==> src/rtl/strip_c_comments_core_defines.svh <==
// assertion macros for the comment stripper
`ifndef STRIP_C_COMMENTS_CORE_DEFINES_SVH
`define STRIP_C_COMMENTS_CORE_DEFINES_SVH

`ifndef SYNTH
`define SCC_ASSERT(lbl, prop, msg) \
    lbl: assert property (@(posedge clk) disable iff (!rst_n) (prop)) \
        else $error(msg);
`define SCC_ASSERT_IMP(lbl, ante, cons, msg) \
    lbl: assert property (@(posedge clk) disable iff (!rst_n) (ante) |-> (cons)) \
        else $error(msg);
`define SCC_ASSERT_NEXT(lbl, ante, cons, msg) \
    lbl: assert property (@(posedge clk) disable iff (!rst_n) (ante) |=> (cons)) \
        else $error(msg);
`else
`define SCC_ASSERT(lbl, prop, msg)
`define SCC_ASSERT_IMP(lbl, ante, cons, msg)
`define SCC_ASSERT_NEXT(lbl, ante, cons, msg)
`endif

`endif

==> src/rtl/scc_pkg.sv <==
// shared types and constants of the comment stripper
package scc_pkg;

    localparam logic [7:0] CHAR_SLASH   = 8'h2F;
    localparam logic [7:0] CHAR_STAR    = 8'h2A;
    localparam logic [7:0] CHAR_NEWLINE = 8'h0A;

    localparam logic [7:0] BOM0 = 8'hEF;
    localparam logic [7:0] BOM1 = 8'hBB;
    localparam logic [7:0] BOM2 = 8'hBF;

    // queue depth is a power of two
    localparam int QUEUE_AW    = 2;
    localparam int QUEUE_DEPTH = 1 << QUEUE_AW;

    typedef logic [QUEUE_AW-1:0] ptr_t;
    typedef logic [QUEUE_AW:0]   count_t;

    // stripped bytes of one input word, plus end of text marking and error flag
    typedef struct packed {
        logic       b0_v;
        logic [7:0] b0;
        logic       b1_v;
        logic [7:0] b1;
        logic       last;
        logic       err;
    } cmd_t;

endpackage

==> src/rtl/scc_front.sv <==
// front end: comment scanner that turns input words into stripped-byte commands
module scc_front (
    input  logic          clk,
    input  logic          rst_n,
    input  logic          accept,
    input  logic [7:0]    in_byte,
    input  logic          final_byte,
    output scc_pkg::cmd_t cmd,
    output logic          cmd_write
);

    typedef enum logic [2:0] {
        MODE_NORMAL,
        MODE_SLASH,
        MODE_LINE,
        MODE_BLOCK,
        MODE_BLOCK_STAR
    } mode_t;

    mode_t mode_reg;
    mode_t mode_next;
    mode_t mode_after;

    always_comb
    begin
        mode_after = mode_reg;
        cmd        = '0;
        unique case (mode_reg)
            MODE_SLASH:
            begin
                if (in_byte == scc_pkg::CHAR_SLASH)
                begin
                    mode_after = MODE_LINE;
                end
                else if (in_byte == scc_pkg::CHAR_STAR)
                begin
                    mode_after = MODE_BLOCK;
                end
                else
                begin
                    cmd.b0_v   = 1'b1;
                    cmd.b0     = scc_pkg::CHAR_SLASH;
                    cmd.b1_v   = 1'b1;
                    cmd.b1     = in_byte;
                    mode_after = MODE_NORMAL;
                end
            end
            MODE_LINE:
            begin
                if (in_byte == scc_pkg::CHAR_NEWLINE)
                begin
                    cmd.b0_v   = 1'b1;
                    cmd.b0     = in_byte;
                    mode_after = MODE_NORMAL;
                end
            end
            MODE_BLOCK:
            begin
                if (in_byte == scc_pkg::CHAR_STAR)
                begin
                    mode_after = MODE_BLOCK_STAR;
                end
                else if (in_byte == scc_pkg::CHAR_NEWLINE)
                begin
                    cmd.b0_v = 1'b1;
                    cmd.b0   = in_byte;
                end
            end
            MODE_BLOCK_STAR:
            begin
                if (in_byte == scc_pkg::CHAR_SLASH)
                begin
                    mode_after = MODE_NORMAL;
                end
                else if (in_byte != scc_pkg::CHAR_STAR)
                begin
                    mode_after = MODE_BLOCK;
                    if (in_byte == scc_pkg::CHAR_NEWLINE)
                    begin
                        cmd.b0_v = 1'b1;
                        cmd.b0   = in_byte;
                    end
                end
            end
            MODE_NORMAL:
            begin
                if (in_byte == scc_pkg::CHAR_SLASH)
                begin
                    mode_after = MODE_SLASH;
                end
                else
                begin
                    cmd.b0_v = 1'b1;
                    cmd.b0   = in_byte;
                end
            end
            default:
            begin
                if (in_byte == scc_pkg::CHAR_SLASH)
                begin
                    mode_after = MODE_SLASH;
                end
                else
                begin
                    mode_after = MODE_NORMAL;
                    cmd.b0_v   = 1'b1;
                    cmd.b0     = in_byte;
                end
            end
        endcase

        mode_next = mode_after;
        if (final_byte)
        begin
            // a held slash only comes from a slash seen in normal text, so b0 is free
            if (mode_after == MODE_SLASH)
            begin
                cmd.b0_v = 1'b1;
                cmd.b0   = scc_pkg::CHAR_SLASH;
            end
            cmd.last  = 1'b1;
            cmd.err   = (mode_after == MODE_BLOCK) || (mode_after == MODE_BLOCK_STAR);
            mode_next = MODE_NORMAL;
        end

        cmd_write = accept && (cmd.b0_v || cmd.last);
    end

    always_ff @(posedge clk or negedge rst_n)
    begin
        if (!rst_n)
        begin
            mode_reg <= MODE_NORMAL;
        end
        else if (accept)
        begin
            mode_reg <= mode_next;
        end
    end

endmodule

==> src/rtl/scc_queue.sv <==
// small command queue between scanner and output sequencer
`include "strip_c_comments_core_defines.svh"

module scc_queue (
    input  logic          clk,
    input  logic          rst_n,
    input  logic          wr_en,
    input  scc_pkg::cmd_t wr_data,
    input  logic          rd_en,
    output scc_pkg::cmd_t rd_data,
    output logic          full,
    output logic          empty
);

    scc_pkg::cmd_t   mem_reg [scc_pkg::QUEUE_DEPTH];
    scc_pkg::ptr_t   wr_ptr_reg;
    scc_pkg::ptr_t   rd_ptr_reg;
    scc_pkg::count_t count_reg;
    scc_pkg::count_t count_next;

    assign full    = (count_reg == scc_pkg::count_t'(scc_pkg::QUEUE_DEPTH));
    assign empty   = (count_reg == '0);
    assign rd_data = mem_reg[rd_ptr_reg];

    always_comb
    begin
        count_next = count_reg;
        if (wr_en && !rd_en)
        begin
            count_next = count_reg + scc_pkg::count_t'(1);
        end
        else if (!wr_en && rd_en)
        begin
            count_next = count_reg - scc_pkg::count_t'(1);
        end
    end

    always_ff @(posedge clk or negedge rst_n)
    begin
        if (!rst_n)
        begin
            wr_ptr_reg <= '0;
            rd_ptr_reg <= '0;
            count_reg  <= '0;
        end
        else
        begin
            if (wr_en)
            begin
                wr_ptr_reg <= wr_ptr_reg + scc_pkg::ptr_t'(1);
            end
            if (rd_en)
            begin
                rd_ptr_reg <= rd_ptr_reg + scc_pkg::ptr_t'(1);
            end
            count_reg <= count_next;
        end
    end

    always_ff @(posedge clk)
    begin
        if (wr_en)
        begin
            mem_reg[wr_ptr_reg] <= wr_data;
        end
    end

    `SCC_ASSERT_IMP(a_no_overflow, wr_en, !full, "queue written while full")
    `SCC_ASSERT_IMP(a_no_underflow, rd_en, !empty, "queue read while empty")
    `SCC_ASSERT_NEXT(a_drain_last, !wr_en && rd_en && (count_reg == scc_pkg::count_t'(1)), empty, "queue not empty after last read")

endmodule

==> src/rtl/scc_back.sv <==
// back end: byte-order-mark filter, result sequencer; one word per cycle if popped
`include "strip_c_comments_core_defines.svh"

module scc_back (
    input  logic          clk,
    input  logic          rst_n,
    input  scc_pkg::cmd_t q_data,
    input  logic          q_empty,
    output logic          q_pop,
    input  logic          pop,
    output logic          out_valid,
    output logic [7:0]    out_byte,
    output logic          byte_valid,
    output logic          end_of_text,
    output logic          unterminated_error
);

    typedef enum logic [1:0] {
        STEP_B0,
        STEP_B1,
        STEP_END
    } step_t;

    typedef enum logic [2:0] {
        PH_NONE,
        PH_EF,
        PH_EFBB,
        PH_DONE,
        PH_BB_REPLAY
    } phase_t;

    scc_pkg::cmd_t cmd_reg;
    logic          cmd_valid_reg;
    step_t         step_reg;
    phase_t        phase_reg;
    logic          out_valid_reg;
    logic [7:0]    out_byte_reg;
    logic          byte_valid_reg;
    logic          eot_reg;
    logic          err_reg;

    logic          advance;
    logic          work;
    logic [7:0]    cur_byte;
    logic          emit;
    logic [7:0]    emit_byte;
    logic          emit_bv;
    logic          emit_eot;
    logic          emit_err;
    logic          step_done;
    phase_t        phase_after;
    step_t         step_following;
    logic          step_more;
    logic          finish;

    assign advance  = !out_valid_reg || pop;
    assign work     = cmd_valid_reg && advance;
    assign cur_byte = (step_reg == STEP_B1) ? cmd_reg.b1 : cmd_reg.b0;

    always_comb
    begin
        emit        = 1'b0;
        emit_byte   = '0;
        emit_bv     = 1'b0;
        emit_eot    = 1'b0;
        emit_err    = 1'b0;
        step_done   = 1'b0;
        phase_after = phase_reg;
        if (step_reg == STEP_END)
        begin
            unique case (phase_reg)
                PH_EF:
                begin
                    emit        = 1'b1;
                    emit_byte   = scc_pkg::BOM0;
                    emit_bv     = 1'b1;
                    phase_after = PH_DONE;
                end
                PH_EFBB:
                begin
                    emit        = 1'b1;
                    emit_byte   = scc_pkg::BOM0;
                    emit_bv     = 1'b1;
                    phase_after = PH_BB_REPLAY;
                end
                PH_BB_REPLAY:
                begin
                    emit        = 1'b1;
                    emit_byte   = scc_pkg::BOM1;
                    emit_bv     = 1'b1;
                    phase_after = PH_DONE;
                end
                default:
                begin
                    // closing word, mark state cleared for the next text
                    emit        = 1'b1;
                    emit_eot    = 1'b1;
                    emit_err    = cmd_reg.err;
                    step_done   = 1'b1;
                    phase_after = PH_NONE;
                end
            endcase
        end
        else
        begin
            unique case (phase_reg)
                PH_NONE:
                begin
                    step_done = 1'b1;
                    if (cur_byte == scc_pkg::BOM0)
                    begin
                        phase_after = PH_EF;
                    end
                    else
                    begin
                        emit        = 1'b1;
                        emit_byte   = cur_byte;
                        emit_bv     = 1'b1;
                        phase_after = PH_DONE;
                    end
                end
                PH_EF:
                begin
                    if (cur_byte == scc_pkg::BOM1)
                    begin
                        step_done   = 1'b1;
                        phase_after = PH_EFBB;
                    end
                    else
                    begin
                        emit        = 1'b1;
                        emit_byte   = scc_pkg::BOM0;
                        emit_bv     = 1'b1;
                        phase_after = PH_DONE;
                    end
                end
                PH_EFBB:
                begin
                    if (cur_byte == scc_pkg::BOM2)
                    begin
                        step_done   = 1'b1;
                        phase_after = PH_DONE;
                    end
                    else
                    begin
                        emit        = 1'b1;
                        emit_byte   = scc_pkg::BOM0;
                        emit_bv     = 1'b1;
                        phase_after = PH_BB_REPLAY;
                    end
                end
                PH_BB_REPLAY:
                begin
                    emit        = 1'b1;
                    emit_byte   = scc_pkg::BOM1;
                    emit_bv     = 1'b1;
                    phase_after = PH_DONE;
                end
                default:
                begin
                    emit      = 1'b1;
                    emit_byte = cur_byte;
                    emit_bv   = 1'b1;
                    step_done = 1'b1;
                end
            endcase
        end
    end

    always_comb
    begin
        step_following = STEP_END;
        step_more      = 1'b0;
        unique case (step_reg)
            STEP_B0:
            begin
                if (cmd_reg.b1_v)
                begin
                    step_following = STEP_B1;
                    step_more      = 1'b1;
                end
                else
                begin
                    step_more = cmd_reg.last;
                end
            end
            STEP_B1:
            begin
                step_more = cmd_reg.last;
            end
            default:
            begin
                step_more = 1'b0;
            end
        endcase
    end

    assign finish = work && step_done && !step_more;
    assign q_pop  = !q_empty && (!cmd_valid_reg || finish);

    always_ff @(posedge clk or negedge rst_n)
    begin
        if (!rst_n)
        begin
            cmd_valid_reg  <= 1'b0;
            step_reg       <= STEP_B0;
            phase_reg      <= PH_NONE;
            out_valid_reg  <= 1'b0;
            cmd_reg        <= '0;
            out_byte_reg   <= '0;
            byte_valid_reg <= 1'b0;
            eot_reg        <= 1'b0;
            err_reg        <= 1'b0;
        end
        else
        begin
            if (work)
            begin
                phase_reg <= phase_after;
            end
            if (q_pop)
            begin
                cmd_valid_reg <= 1'b1;
                cmd_reg       <= q_data;
                step_reg      <= q_data.b0_v ? STEP_B0 : STEP_END;
            end
            else if (finish)
            begin
                cmd_valid_reg <= 1'b0;
            end
            else if (work && step_done)
            begin
                step_reg <= step_following;
            end
            if (advance)
            begin
                out_valid_reg  <= work && emit;
                out_byte_reg   <= emit_byte;
                byte_valid_reg <= emit_bv;
                eot_reg        <= emit_eot;
                err_reg        <= emit_err;
            end
        end
    end

    assign out_valid          = out_valid_reg;
    assign out_byte           = out_byte_reg;
    assign byte_valid         = byte_valid_reg;
    assign end_of_text        = eot_reg;
    assign unterminated_error = err_reg;

    `SCC_ASSERT_IMP(a_closing_shape, out_valid_reg && !byte_valid_reg, eot_reg && (out_byte_reg == 8'h00), "result word is neither byte nor closing")
    `SCC_ASSERT_IMP(a_err_on_close, out_valid_reg && err_reg, eot_reg && !byte_valid_reg, "error flag on a text byte")
    `SCC_ASSERT_NEXT(a_mark_cleared, work && emit && emit_eot, phase_reg == PH_NONE, "mark phase not cleared after closing word")

endmodule

==> src/rtl/strip_c_comments_core.sv <==
// top level of the comment stripper: scanner, command queue, output sequencer
//
//  channel  | handshake        | words
//  ---------+------------------+----------------------------------------------
//  input    | push / full      | in_byte, final_byte
//  result   | empty / pop      | out_byte, byte_valid, end_of_text,
//           |                  | unterminated_error
//
// the scanner takes one input word per cycle while the command queue has room
// the sequencer handles one result word or absorbed byte per step, so a held
// slash, a replayed mark or a closing word adds a step to that input word
// results come from an output register; a word can be accepted while one waits
// reset clears scanner mode, queue, mark phase and output register at once
`include "strip_c_comments_core_defines.svh"

module strip_c_comments_core (
    input  logic       clk,
    input  logic       rst_n,
    input  logic       push,
    output logic       full,
    input  logic [7:0] in_byte,
    input  logic       final_byte,
    output logic       empty,
    input  logic       pop,
    output logic [7:0] out_byte,
    output logic       byte_valid,
    output logic       end_of_text,
    output logic       unterminated_error
);

    scc_pkg::cmd_t front_cmd;
    scc_pkg::cmd_t q_data;
    logic          accept;
    logic          cmd_write;
    logic          q_full;
    logic          q_empty;
    logic          q_pop;
    logic          out_valid;

    assign accept = push && !q_full;
    assign full   = q_full;
    assign empty  = !out_valid;

    scc_front u_front (
        .clk        (clk),
        .rst_n      (rst_n),
        .accept     (accept),
        .in_byte    (in_byte),
        .final_byte (final_byte),
        .cmd        (front_cmd),
        .cmd_write  (cmd_write)
    );

    scc_queue u_queue (
        .clk     (clk),
        .rst_n   (rst_n),
        .wr_en   (cmd_write),
        .wr_data (front_cmd),
        .rd_en   (q_pop),
        .rd_data (q_data),
        .full    (q_full),
        .empty   (q_empty)
    );

    scc_back u_back (
        .clk                (clk),
        .rst_n              (rst_n),
        .q_data             (q_data),
        .q_empty            (q_empty),
        .q_pop              (q_pop),
        .pop                (pop),
        .out_valid          (out_valid),
        .out_byte           (out_byte),
        .byte_valid         (byte_valid),
        .end_of_text        (end_of_text),
        .unterminated_error (unterminated_error)
    );

    `SCC_ASSERT_IMP(a_write_needs_accept, cmd_write, accept, "command written without an accepted word")

endmodule

==> config.mk <==
export PLATFORM = sky130hd
export DESIGN_NAME = strip_c_comments_core
export DESIGN_NICKNAME = d
export VERILOG_FILES = /design/src/rtl/scc_pkg.sv /design/src/rtl/scc_front.sv /design/src/rtl/scc_queue.sv /design/src/rtl/scc_back.sv /design/src/rtl/strip_c_comments_core.sv
export VERILOG_INCLUDE_DIRS = /design/src /design/src/rtl
export SDC_FILE = /design/constraint.sdc
export NUM_CORES = 1
export LEC_CHECK = 0
export BUFFER_PORTS_ARGS = -buffer_cell sky130_fd_sc_hd__buf_2
export CORE_AREA = 2 2 157 82
export DETAILED_ROUTE_END_ITERATION = 8
export DIE_AREA = 0 0 159 84
export GPL_ROUTABILITY_DRIVEN = 0
export PLACE_DENSITY_LB_ADDON = 0.05
export SLEW_MARGIN = 10
export SYNTH_ARGS = -nofsm -noshare
export SYNTH_HDL_FRONTEND = slang
export SYNTH_SLANG_ARGS = --single-unit
export TNS_END_PERCENT = 5
==> constraint.sdc <==
create_clock -name clk -period 6.43 [get_ports clk]
set_input_delay 0.643 -clock clk [delete_from_list [all_inputs] [get_ports clk]]
set_output_delay 0.643 -clock clk [all_outputs]
set_load 0.02 [all_outputs]
==> results of run 1 <==
## through the flow
step / instance area [µm²] / utilization [%]
after global routing: 6680 / 54.8
after detailed placement: 6110 / 50.1
after CTS: 6680 / 54.8
final: 6680 / 54.8
after global placement: 6110 / 50.1
after floorplan: 5870 / -
## power groups by stage
stage                     sequential, W  combinational (W)  clock (W)
after floorplan                 0.00128           0.000925          0
after global placement          0.00134            0.00115          0
after detailed placement        0.00134            0.00117          0
after CTS                       0.00133            0.00118   0.000914
after global routing            0.00137            0.00128   0.000948
final                           0.00134            0.00117   0.000898
## cells by family (layout without fill, tap and decap cells)
family / after synthesis / count (layout)
AOI/OAI and AO/OA: 73 / 73
xor gates and xnor gates: 10 / 10
adders and majority gates: 6 / 6
buffers and inverters: 38 / 76
DFF: 127 / 127
muxes: 53 / 53
and+or+nand+nor: 115 / 115
## area by class of cell
class,instances,area (µm²)
repair buffers,27,140
clock inverters,12,78.8
clock buffers,20,489
inverters,17,63.8
multi-input cells,257,2120
flip-flops and latches,127,3580
well taps,170,213
fillers,1020,5510
## metal layers
layer  up-vias  routed length [µm]  global-route usage [%]
li1       1663                   -                       -
met1      1806                6670                    33.4
met2       119                5050                    26.1
met3        14                 800                    5.02
met4         0                 148                    6.69
met5         -                   0                       0
## path summary, 6_finish.rpt
| kind | slack, ns | cells past startpoint | endpoint | from |
|---|---|---|---|---|
| worst min-delay path | 0.42 | 1 | u_front.mode_reg[0]$_DFFE_PN0P_ | rst_n |
| min in group clk | 0.48 | 2 | u_back.end_of_text$_DFFE_PN0N_ | u_back.end_of_text$_DFFE_PN0N_ |
| worst max-delay path | 2.72 | 12 | u_queue.count_reg[2]$_DFFE_PN0P_ | u_back.step_reg[1]$_DFFE_PN0P_ |
| max in group asynchronous | 5.31 | 1 | u_back.out_byte[2]$_DFFE_PN0N_ | rst_n |
| worst max register to register | 2.72 | 12 | u_queue.count_reg[2]$_DFFE_PN0P_ | u_back.step_reg[1]$_DFFE_PN0P_ |
| worst min register to register | 0.48 | 2 | u_back.end_of_text$_DFFE_PN0N_ | u_back.end_of_text$_DFFE_PN0N_ |
## layout by cell type, fill, tap and decap left out, types with 3 or more instances in the layout
| master | instances |
|---|---|
| sky130_fd_sc_hd__buf_2 | 25 |
| sky130_fd_sc_hd__edfxtp_1 | 80 |
| sky130_fd_sc_hd__nor2b_1 | 8 |
| sky130_fd_sc_hd__and2_1 | 7 |
| sky130_fd_sc_hd__mux2i_1 | 11 |
| sky130_fd_sc_hd__inv_4 | 4 |
| sky130_fd_sc_hd__xor2_1 | 4 |
| sky130_fd_sc_hd__nand3_1 | 9 |
| sky130_fd_sc_hd__o21ai_0 | 25 |
| sky130_fd_sc_hd__clkinv_2 | 4 |
| sky130_fd_sc_hd__clkinv_4 | 3 |
| sky130_fd_sc_hd__dfrtp_1 | 47 |
| sky130_fd_sc_hd__a31oi_1 | 3 |
| sky130_fd_sc_hd__mux2_4 | 16 |
| sky130_fd_sc_hd__nor2_1 | 20 |
| sky130_fd_sc_hd__nor3_1 | 4 |
| sky130_fd_sc_hd__o211ai_1 | 8 |
| sky130_fd_sc_hd__and3_1 | 7 |
| sky130_fd_sc_hd__clkbuf_16 | 19 |
| sky130_fd_sc_hd__xnor2_1 | 6 |
| sky130_fd_sc_hd__a21oi_1 | 18 |
| sky130_fd_sc_hd__inv_1 | 17 |
| sky130_fd_sc_hd__nand4_1 | 3 |
| sky130_fd_sc_hd__nand2b_1 | 7 |
| sky130_fd_sc_hd__mux4_2 | 20 |
| sky130_fd_sc_hd__ha_1 | 5 |
| sky130_fd_sc_hd__nand4b_1 | 3 |
| sky130_fd_sc_hd__nor4_1 | 4 |
| sky130_fd_sc_hd__mux2_2 | 5 |
| sky130_fd_sc_hd__nand2_1 | 30 |
## worst max-delay path: stages (launching register included)
cell and delay, ns:
sky130_fd_sc_hd__dfrtp_1 0.49, sky130_fd_sc_hd__nand2b_1 0.49, sky130_fd_sc_hd__mux2i_2 0.46, sky130_fd_sc_hd__mux2_4 0.34, sky130_fd_sc_hd__a211o_1 0.37, sky130_fd_sc_hd__and2_4 0.29
sky130_fd_sc_hd__inv_1 0.10, sky130_fd_sc_hd__ha_1 0.17, sky130_fd_sc_hd__inv_1 0.07, sky130_fd_sc_hd__fa_1 0.44, sky130_fd_sc_hd__xor2_1 0.16, sky130_fd_sc_hd__nor2_1 0.11
sky130_fd_sc_hd__xor2_1 0.14
==> parameters.txt, run 1 <==
Parameter                              Value

Run status
  Run status    completed

STA
  Accumulated negative setup slack    0 ns
  Fin Hold WS    0.422 ns
  Achievable Freq    0.270 GHz
  Pin slew with the least headroom to its limit    1.12 ns
  Final setup vio count    0
  Final Slew Violations    0
  Least setup slack across all paths after layout    2.72 ns
  Final Hold Violating Endpoints    0
  Final Critical Period    3.71 ns
  Unrepaired setup endpoints after global routing    no
  Worst-case clock skew    0.0101 ns
  Relative slew margins    25.3%
  Final cycle utilization of the critical path    57.7%

Finish
  Growth of design area from synthesis to finish    13.7%
  Layout cells sized above 1    23.5%
  Fin nets    466
  Number of non-filler instances in the completed layout    630
  Antenna diode instance count    0
  Number of flip-flops in the largest register    80

Synth
  Most frequent cells after synthesis    sky130_fd_sc_hd__edfxtp_1, sky130_fd_sc_hd__dfrtp_1, sky130_fd_sc_hd__nand2_1
  Number of flops mapped to enable cells by yosys    80
  Sequential-to-total area share from yosys stat    60.9%
  Post-Synthesis Mean Instance Area    13.9 µm²
  Most used flip-flop cell after synthesis    sky130_fd_sc_hd__edfxtp_1
  Post-synthesis async set-or-reset flop share    37.0%
  Number of instances in the synthesized netlist    422
  Xor and xnor area share after synthesis    1.49%
  Library cell with the highest instance count after synthesis    sky130_fd_sc_hd__edfxtp_1
  Number of synthesis warnings    0
  Post-synthesis instance area    5870 µm²
  Compound-cell area share of the yosys netlist    7.86%
  Count of unique library cells instantiated by Yosys    57
  Top cells by area, synth    sky130_fd_sc_hd__edfxtp_1, sky130_fd_sc_hd__dfrtp_1, sky130_fd_sc_hd__mux4_2
  Mux share of post-synthesis cell area    14.8%
  Area share of and/or/nand/nor cells after synthesis    10.4%
  Largest family of logic cells by synthesized area    multiplexers
  Adder and majority gate portion of the synthesized area    1.41%
  Synth Net Count    441
  Count of state elements after synthesis    127
  Leading area contributor after synthesis    sky130_fd_sc_hd__edfxtp_1
  Portion of synthesized cell area occupied by the leading cell type    40.9%

Clock tree
  Clock tree from TritonCTS    built
  Maximum buffer depth of the clock tree    2
  Clock root buffer    sky130_fd_sc_hd__clkbuf_16
  H-tree level count    4
  Clock buffer count from CTS    17
  Number of gates resized after CTS    0
  Buffer count from post-CTS setup fixing    0
  Clock transition at the register clock pins on the worst setup and hold paths after CTS    0.06 ns
  Clock network latency to the later pin of the worst-skew pair    0.41 ns
  CTS Hold Bufs    0
  Sinks on the clock net    127

Setup path
  Worst endpoint data arrival time    4.04 ns
  Highest fanout seen on the critical path    23
  Kind of capture point of the worst setup path    register
  Data required time at the worst endpoint    6.76 ns
  CP Launch Type    register
  Kind of critical path    reg -> reg

Detailed routing
  Via count    3602
  Total Routed Length    12.7 mm
  Per-cell via count in the routed design    5.72
  Routed Antenna Nets    0
  First-iteration detailed-routing DRC count    346
  Number of DRC violations after detailed routing    0
  First drt pass iteration count    5
  Mean routed wirelength per cell    20.1 µm

Run
  Number of violations of the max-capacitance limit    0

Pwr
  Switching power share of the total    34.5%
  Combinational share of power    34.3%
  Ratio of total power to cell area    509 nW/µm²
  Share of total power in sequential cells    39.3%
  Part of the power in the clock network    26.4%
  Reported leakage power    2.56 nW
  Worst supply voltage drop on vdd    0.000215 V
  Power, Total    0.00340 W
  Cell internal power dissipation    0.00223 W
  Switching power summed over all nets    0.00117 W

Placed design
  Post-detailed-placement half-perimeter wirelength    8.85 mm
  Worst setup slack after placement    2.66 ns
  Port-buffer cells    25
  Placed cell count    598

Floorplan
  Site row count    29
  Area of the core    12200 µm²
  Vertical die dimension    84 µm
  Die width    159 µm
  Die footprint    13400 µm²
  Effective utilization at floorplan    48.2%
  I/O pins    26

GRT
  Remaining Overflow, GRT    0
  Wire length of the first global-routing pass    20.2 mm
  GRT Total Usage    20.5%
  Number of antenna violations at the first check in global routing    0
  Largest net degree at the start of global routing    48
  Number of global-route vias before repair    3463

Min path
  Path class of the lowest-slack min-delay path    in -> async
No activity file was read; power rests on OpenSTA's default activity.
==> inputs of run 2 (changes only) <==
clock period = 3.7 ns   (was 6.43 ns; I/O delays follow)
==> run 2 against run 1 <==
Highest routed layer unchanged. Via count is 1.4% higher. Largest power group unchanged. Non-clock buffer count grew 14. Fmax rose by 16%. Count of clock-buffer cells in the layout is 4 higher. Critical endpoint unchanged. Worst setup slack got worse by 2.2 ns. Critical path type unchanged.
==> parameters.txt, run 2 (synthesis results as in run 1) <==
Parameter                              Value

Finish
  Growth of design area from synthesis to finish    16.5%
  Antenna diode instance count    0
  Leading cell types in the layout, fill and taps excluded    sky130_fd_sc_hd__edfxtp_1, sky130_fd_sc_hd__dfrtp_1, sky130_fd_sc_hd__nand2_1
  Layout cells sized above 1    24.9%
  Fin nets    480
  Area used by multi-input combinational logic    2120 µm²
  Number of flip-flops in the largest register    80
  Final instance area    6840 µm²
  Number of filler instances in the final layout    1005
  Register Area    3580 µm²
  Number of non-filler instances in the completed layout    644
  Most common cell after layout, fill and taps aside    sky130_fd_sc_hd__edfxtp_1

STA
  Final Hold Violating Endpoints    0
  Final Slew Violations    0
  Accumulated negative setup slack    0 ns
  Least setup slack across all paths after layout    0.500 ns
  Final Critical Period    3.20 ns
  Unrepaired setup endpoints after global routing    no
  Achievable Freq    0.312 GHz
  Final cycle utilization of the critical path    86.5%
  Worst-case clock skew    0.00967 ns
  Pin slew with the least headroom to its limit    0.998 ns
  Relative slew margins    33.5%
  Final setup vio count    0
  Fin Hold WS    0.298 ns

Detailed routing
  Via count    3652
  Per-cell via count in the routed design    5.67
  First drt pass iteration count    6
  First-iteration detailed-routing DRC count    435
  Routed Antenna Nets    0
  Total Routed Length    12.4 mm
  Number of DRC violations after detailed routing    0
  Mean routed wirelength per cell    19.3 µm

Placed design
  Port-buffer cells    25
  Placed cell count    611
  Standard cell area after detailed placement    6210 µm²
  Post-detailed-placement half-perimeter wirelength    8.64 mm
  Worst setup slack after placement    0.351 ns

Clock tree
  Number of gates resized after CTS    0
  Clock buffer count from CTS    17
  Clock network latency to the later pin of the worst-skew pair    0.42 ns
  Clock transition at the register clock pins on the worst setup and hold paths after CTS    0.05 ns
  Clock root buffer    sky130_fd_sc_hd__clkbuf_16
  Buffer count from post-CTS setup fixing    0
  H-tree level count    4
  Maximum buffer depth of the clock tree    2
  Sinks on the clock net    127
  Clock tree from TritonCTS    built

GRT
  Number of antenna violations at the first check in global routing    0
  GRT Total Usage    20.3%
  Met3 layer usage reported by global route    5.91%
  Remaining Overflow, GRT    0
  Largest net degree at the start of global routing    39
  Wire length of the first global-routing pass    20.1 mm
  Met2 global-route usage    25.3%
  Routing layer with the top usage in global route    met1
  Global routing met1 resource utilization    32.6%
  Number of global-route vias before repair    3556

Floorplan
  Site row count    29
  Die width    159 µm
  Effective utilization at floorplan    48.2%
  Vertical die dimension    84 µm
  Die footprint    13400 µm²
  Area of the core    12200 µm²
  I/O pins    26

Run status
  Run status    completed

Pwr
  Share of total power in sequential cells    37.8%
  Part of the power in the clock network    28.4%
  Cell internal power dissipation    0.00411 W
  Reported leakage power    2.65 nW
  Ratio of total power to cell area    893 nW/µm²
  Switching power share of the total    32.8%
  Worst supply voltage drop on vdd    0.000546 V
  Switching power summed over all nets    0.00200 W
  Combinational share of power    33.8%

Run
  Number of violations of the max-capacitance limit    0

Setup path
  Kind of critical path    reg -> reg
  Highest fanout seen on the critical path    10
  CP Launch Type    register
  Worst endpoint data arrival time    3.54 ns
  Kind of capture point of the worst setup path    register
  Data required time at the worst endpoint    4.04 ns

Min path
  Path class of the lowest-slack min-delay path    in -> reg
## run 2: final timing paths
check	start	endpoint	slack [ns]	depth (start not counted)
worst min register to register	u_back.byte_valid$_DFFE_PN0N_	u_back.byte_valid$_DFFE_PN0N_	0.48	2
worst min-delay path	final_byte	u_queue.mem_reg[2][1]$_DFFE_PP_	0.30	1
worst max register to register	u_front.mode_reg[2]$_DFFE_PN0P_	u_queue.count_reg[2]$_DFFE_PN0P_	0.50	11
max in group asynchronous	rst_n	u_back.out_byte[5]$_DFFE_PN0N_	2.59	3
worst max-delay path	u_front.mode_reg[2]$_DFFE_PN0P_	u_queue.count_reg[2]$_DFFE_PN0P_	0.50	11
min in group asynchronous	rst_n	u_queue.wr_ptr_reg[1]$_DFFE_PN0P_	0.34	2
## run 2: final cells by class
cell class	instances	area share, %
inverters	17	0.933
flip-flops and latches	127	52.3
clock inverters	8	1.41
well taps	170	3.11
repair buffers	41	3.62
multi-input cells	257	30.9
clock buffers	24	7.68
## run 2: power by group through the flow
| stage | clock (W) | combinational [W] | sequential, W |
|---|---|---|---|
| finish | 0.00174 | 0.00206 | 0.00231 |
| global route | 0.00184 | 0.00226 | 0.00237 |
| CTS | 0.00176 | 0.00207 | 0.00231 |
| detailed placement | 0 | 0.00207 | 0.00234 |
| global placement | 0 | 0.00204 | 0.00233 |
| floorplan | 0 | 0.00161 | 0.00222 |
## run 2: metrics by stage
step	total power, W	util, %
finish	0.00611	56.1
CTS	0.00615	56.1
global route	0.00647	56.1
floorplan	0.00383	-
global placement	0.00438	50.9
detailed placement	0.00440	50.9
## run 2: worst max-delay path: stages (launching register included)
cell	delay (ns)
sky130_fd_sc_hd__dfrtp_1	0.51
sky130_fd_sc_hd__nor2b_1	0.30
sky130_fd_sc_hd__nor2b_1	0.26
sky130_fd_sc_hd__a21bo_2	0.15
sky130_fd_sc_hd__o21ai_0	0.18
sky130_fd_sc_hd__a21oi_1	0.50
sky130_fd_sc_hd__ha_1	0.28
sky130_fd_sc_hd__inv_1	0.07
sky130_fd_sc_hd__fa_1	0.44
sky130_fd_sc_hd__xor2_1	0.15
sky130_fd_sc_hd__nor2_1	0.13
sky130_fd_sc_hd__xor2_1	0.15
## run 2: timing repair
action,4_1_cts,5_1_grt
hold buffers,1,0
endpoints found under the hold margin,9,0
endpoints found under the setup margin,0,0
## run 2: per-layer routing
layer  share of wire [%]  up-vias
li1                    -     1689
met1                  52     1807
met2                  40      145
met3                 7.0       11
met4                 1.0        0
met5                   0        -
==> inputs of run 3 (changes only) <==
PLACE_DENSITY_LB_ADDON = 0.15   (was 0.05)
==> run 3 against run 2 <==
Count of clock-buffer cells in the layout is 7 lower. Global-route usage decreased by 0.14 points. Register-to-register slack better by 0.14 ns. Power rose by 2.2%. Non-clock buffer count is 1 higher. Sequential cell count did not move. Utilization increased by 0.34 points. Final area increased by 0.60%. Clock skew shrank 0.0011 ns. Fmax up 4.5%.
==> parameters.txt, run 3 (synthesis results as in run 1) <==
Parameter                              Value

Detailed routing
  Number of DRC violations after detailed routing    0
  Per-cell via count in the routed design    5.70
  Mean routed wirelength per cell    19.3 µm
  Via count    3677
  First-iteration detailed-routing DRC count    350
  Routed Antenna Nets    0
  First drt pass iteration count    4
  Total Routed Length    12.4 mm

Pwr
  Reported leakage power    2.67 nW
  Worst supply voltage drop on vdd    0.000411 V
  Ratio of total power to cell area    906 nW/µm²

STA
  Relative slew margins    27.4%
  Worst-case clock skew    0.00858 ns
  Least setup slack across all paths after layout    0.639 ns
  Final cycle utilization of the critical path    82.7%
  Unrepaired setup endpoints after global routing    no
  Achievable Freq    0.327 GHz
  Pin slew with the least headroom to its limit    1.09 ns
  Final Critical Period    3.06 ns
  Final Slew Violations    0
  Final setup vio count    0
  Accumulated negative setup slack    0 ns
  Final Hold Violating Endpoints    0

Setup path
  Data required time at the worst endpoint    4.03 ns
  Highest fanout seen on the critical path    13
  Kind of capture point of the worst setup path    register
  Kind of critical path    reg -> reg
  Worst endpoint data arrival time    3.39 ns
  CP Launch Type    register

GRT
  Number of global-route vias before repair    3641
  Remaining Overflow, GRT    0
  Number of antenna violations at the first check in global routing    0
  Largest net degree at the start of global routing    48
  Wire length of the first global-routing pass    20.2 mm
  GRT Total Usage    20.2%

Clock tree
  Clock tree from TritonCTS    built
  Buffer count from post-CTS setup fixing    0
  Clock transition at the register clock pins on the worst setup and hold paths after CTS    0.06 ns
  Maximum buffer depth of the clock tree    2
  Clock buffer count from CTS    17
  H-tree level count    4
  CTS Hold Bufs    0
  Clock network latency to the later pin of the worst-skew pair    0.41 ns
  Clock root buffer    sky130_fd_sc_hd__clkbuf_16
  Number of gates resized after CTS    0
  Sinks on the clock net    127

Finish
  Number of flip-flops in the largest register    80
  Fin nets    481
  Utilization after layout    56.4%
  Number of filler instances in the final layout    999
  Most common cell after layout, fill and taps aside    sky130_fd_sc_hd__edfxtp_1
  Number of non-filler instances in the completed layout    645
  Register Area    3580 µm²
  Layout cells sized above 1    25.9%
  Leading cell types in the layout, fill and taps excluded    sky130_fd_sc_hd__edfxtp_1, sky130_fd_sc_hd__dfrtp_1, sky130_fd_sc_hd__nand2_1
  Antenna diode instance count    0
  Area used by multi-input combinational logic    2120 µm²
  Final instance area    6880 µm²
  Growth of design area from synthesis to finish    17.2%

Floorplan
  Site row count    29
  I/O pins    26
  Area of the core    12200 µm²
  Effective utilization at floorplan    48.2%
  Die width    159 µm
  Die footprint    13400 µm²
  Vertical die dimension    84 µm

Placed design
  Placed cell count    613
  Post-detailed-placement half-perimeter wirelength    8.50 mm
  Port-buffer cells    25
  Worst setup slack after placement    0.606 ns
  Standard cell area after detailed placement    6220 µm²

Run
  Number of violations of the max-capacitance limit    0

Min path
  Path class of the lowest-slack min-delay path    in -> async

Run status
  Run status    completed
[run 3: cell types whose count changed in the layout (fill, tap and decap cells not counted), moves of 2 or more]
cell,previous run,this run
sky130_fd_sc_hd__clkinv_2,3,1
sky130_fd_sc_hd__bufinv_16,2,5
sky130_fd_sc_hd__inv_6,0,5
sky130_fd_sc_hd__buf_4,15,17
sky130_fd_sc_hd__clkbuf_16,20,17
sky130_fd_sc_hd__clkbuf_1,3,0
sky130_fd_sc_hd__clkinv_4,1,3
sky130_fd_sc_hd__inv_4,2,0
[run 3: critical path: stages, from the launching register on]
cell	delay (ns)
sky130_fd_sc_hd__dfrtp_1	0.51
sky130_fd_sc_hd__nor3b_1	0.36
sky130_fd_sc_hd__a21oi_1	0.11
sky130_fd_sc_hd__o311ai_0	0.40
sky130_fd_sc_hd__a21oi_1	0.13
sky130_fd_sc_hd__buf_4	0.17
sky130_fd_sc_hd__and2_4	0.16
sky130_fd_sc_hd__inv_1	0.06
sky130_fd_sc_hd__ha_1	0.18
sky130_fd_sc_hd__inv_1	0.07
sky130_fd_sc_hd__fa_1	0.42
sky130_fd_sc_hd__xor2_1	0.15
sky130_fd_sc_hd__nor2_1	0.11
sky130_fd_sc_hd__xor2_1	0.16
[run 3: stage by stage]
step	hold WS (ns)	power, W
floorplan	0.0744	0.00383
global placement	0.463	0.00436
detailed placement	0.478	0.00440
CTS	0.183	0.00628
global route	0.223	0.00660
finish	0.147	0.00624
[run 3: cell type report]
cell class | count | share of cell area, %
flip-flops and latches | 127 | 52.0
multi-input cells | 257 | 30.7
clock buffers | 17 | 6.18
repair buffers | 42 | 3.67
clock inverters | 15 | 3.38
well taps | 170 | 3.09
inverters | 17 | 0.927
[run 3: report_power, final]
part	switching (W)	internal, W
clock	0.000647	0.00121
sequential	0.000316	0.00196
combinational	0.00109	0.00103
[run 3: path summary, 6_finish.rpt]
path                                                  from  depth (start not counted)                               end  slack (ns)
hold reg to reg              u_back.byte_valid$_DFFE_PN0N_                          2     u_back.byte_valid$_DFFE_PN0N_        0.48
min in group clk                                final_byte                          1   u_queue.mem_reg[2][1]$_DFFE_PP_        0.31
max in group asynchronous                            rst_n                          1     u_back.cmd_reg[0]$_DFFE_PN0P_        2.86
setup reg to reg           u_back.phase_reg[0]$_DFFE_PN0P_                         13  u_queue.count_reg[2]$_DFFE_PN0P_        0.64
setup / recovery           u_back.phase_reg[0]$_DFFE_PN0P_                         13  u_queue.count_reg[2]$_DFFE_PN0P_        0.64
hold / removal                                       rst_n                          1     u_back.byte_valid$_DFFE_PN0N_        0.15
[run 3: routing by layer]
| layer | GRT usage [%] | vias to the layer above | share of wire, % |
|---|---|---|---|
| met5 | 0 | - | 0 |
| met1 | 32.3 | 1857 | 53 |
| met2 | 26.4 | 124 | 41 |
| met3 | 5.71 | 11 | 5.7 |
| met4 | 5.37 | 0 | 0.75 |
| li1 | - | 1685 | - |
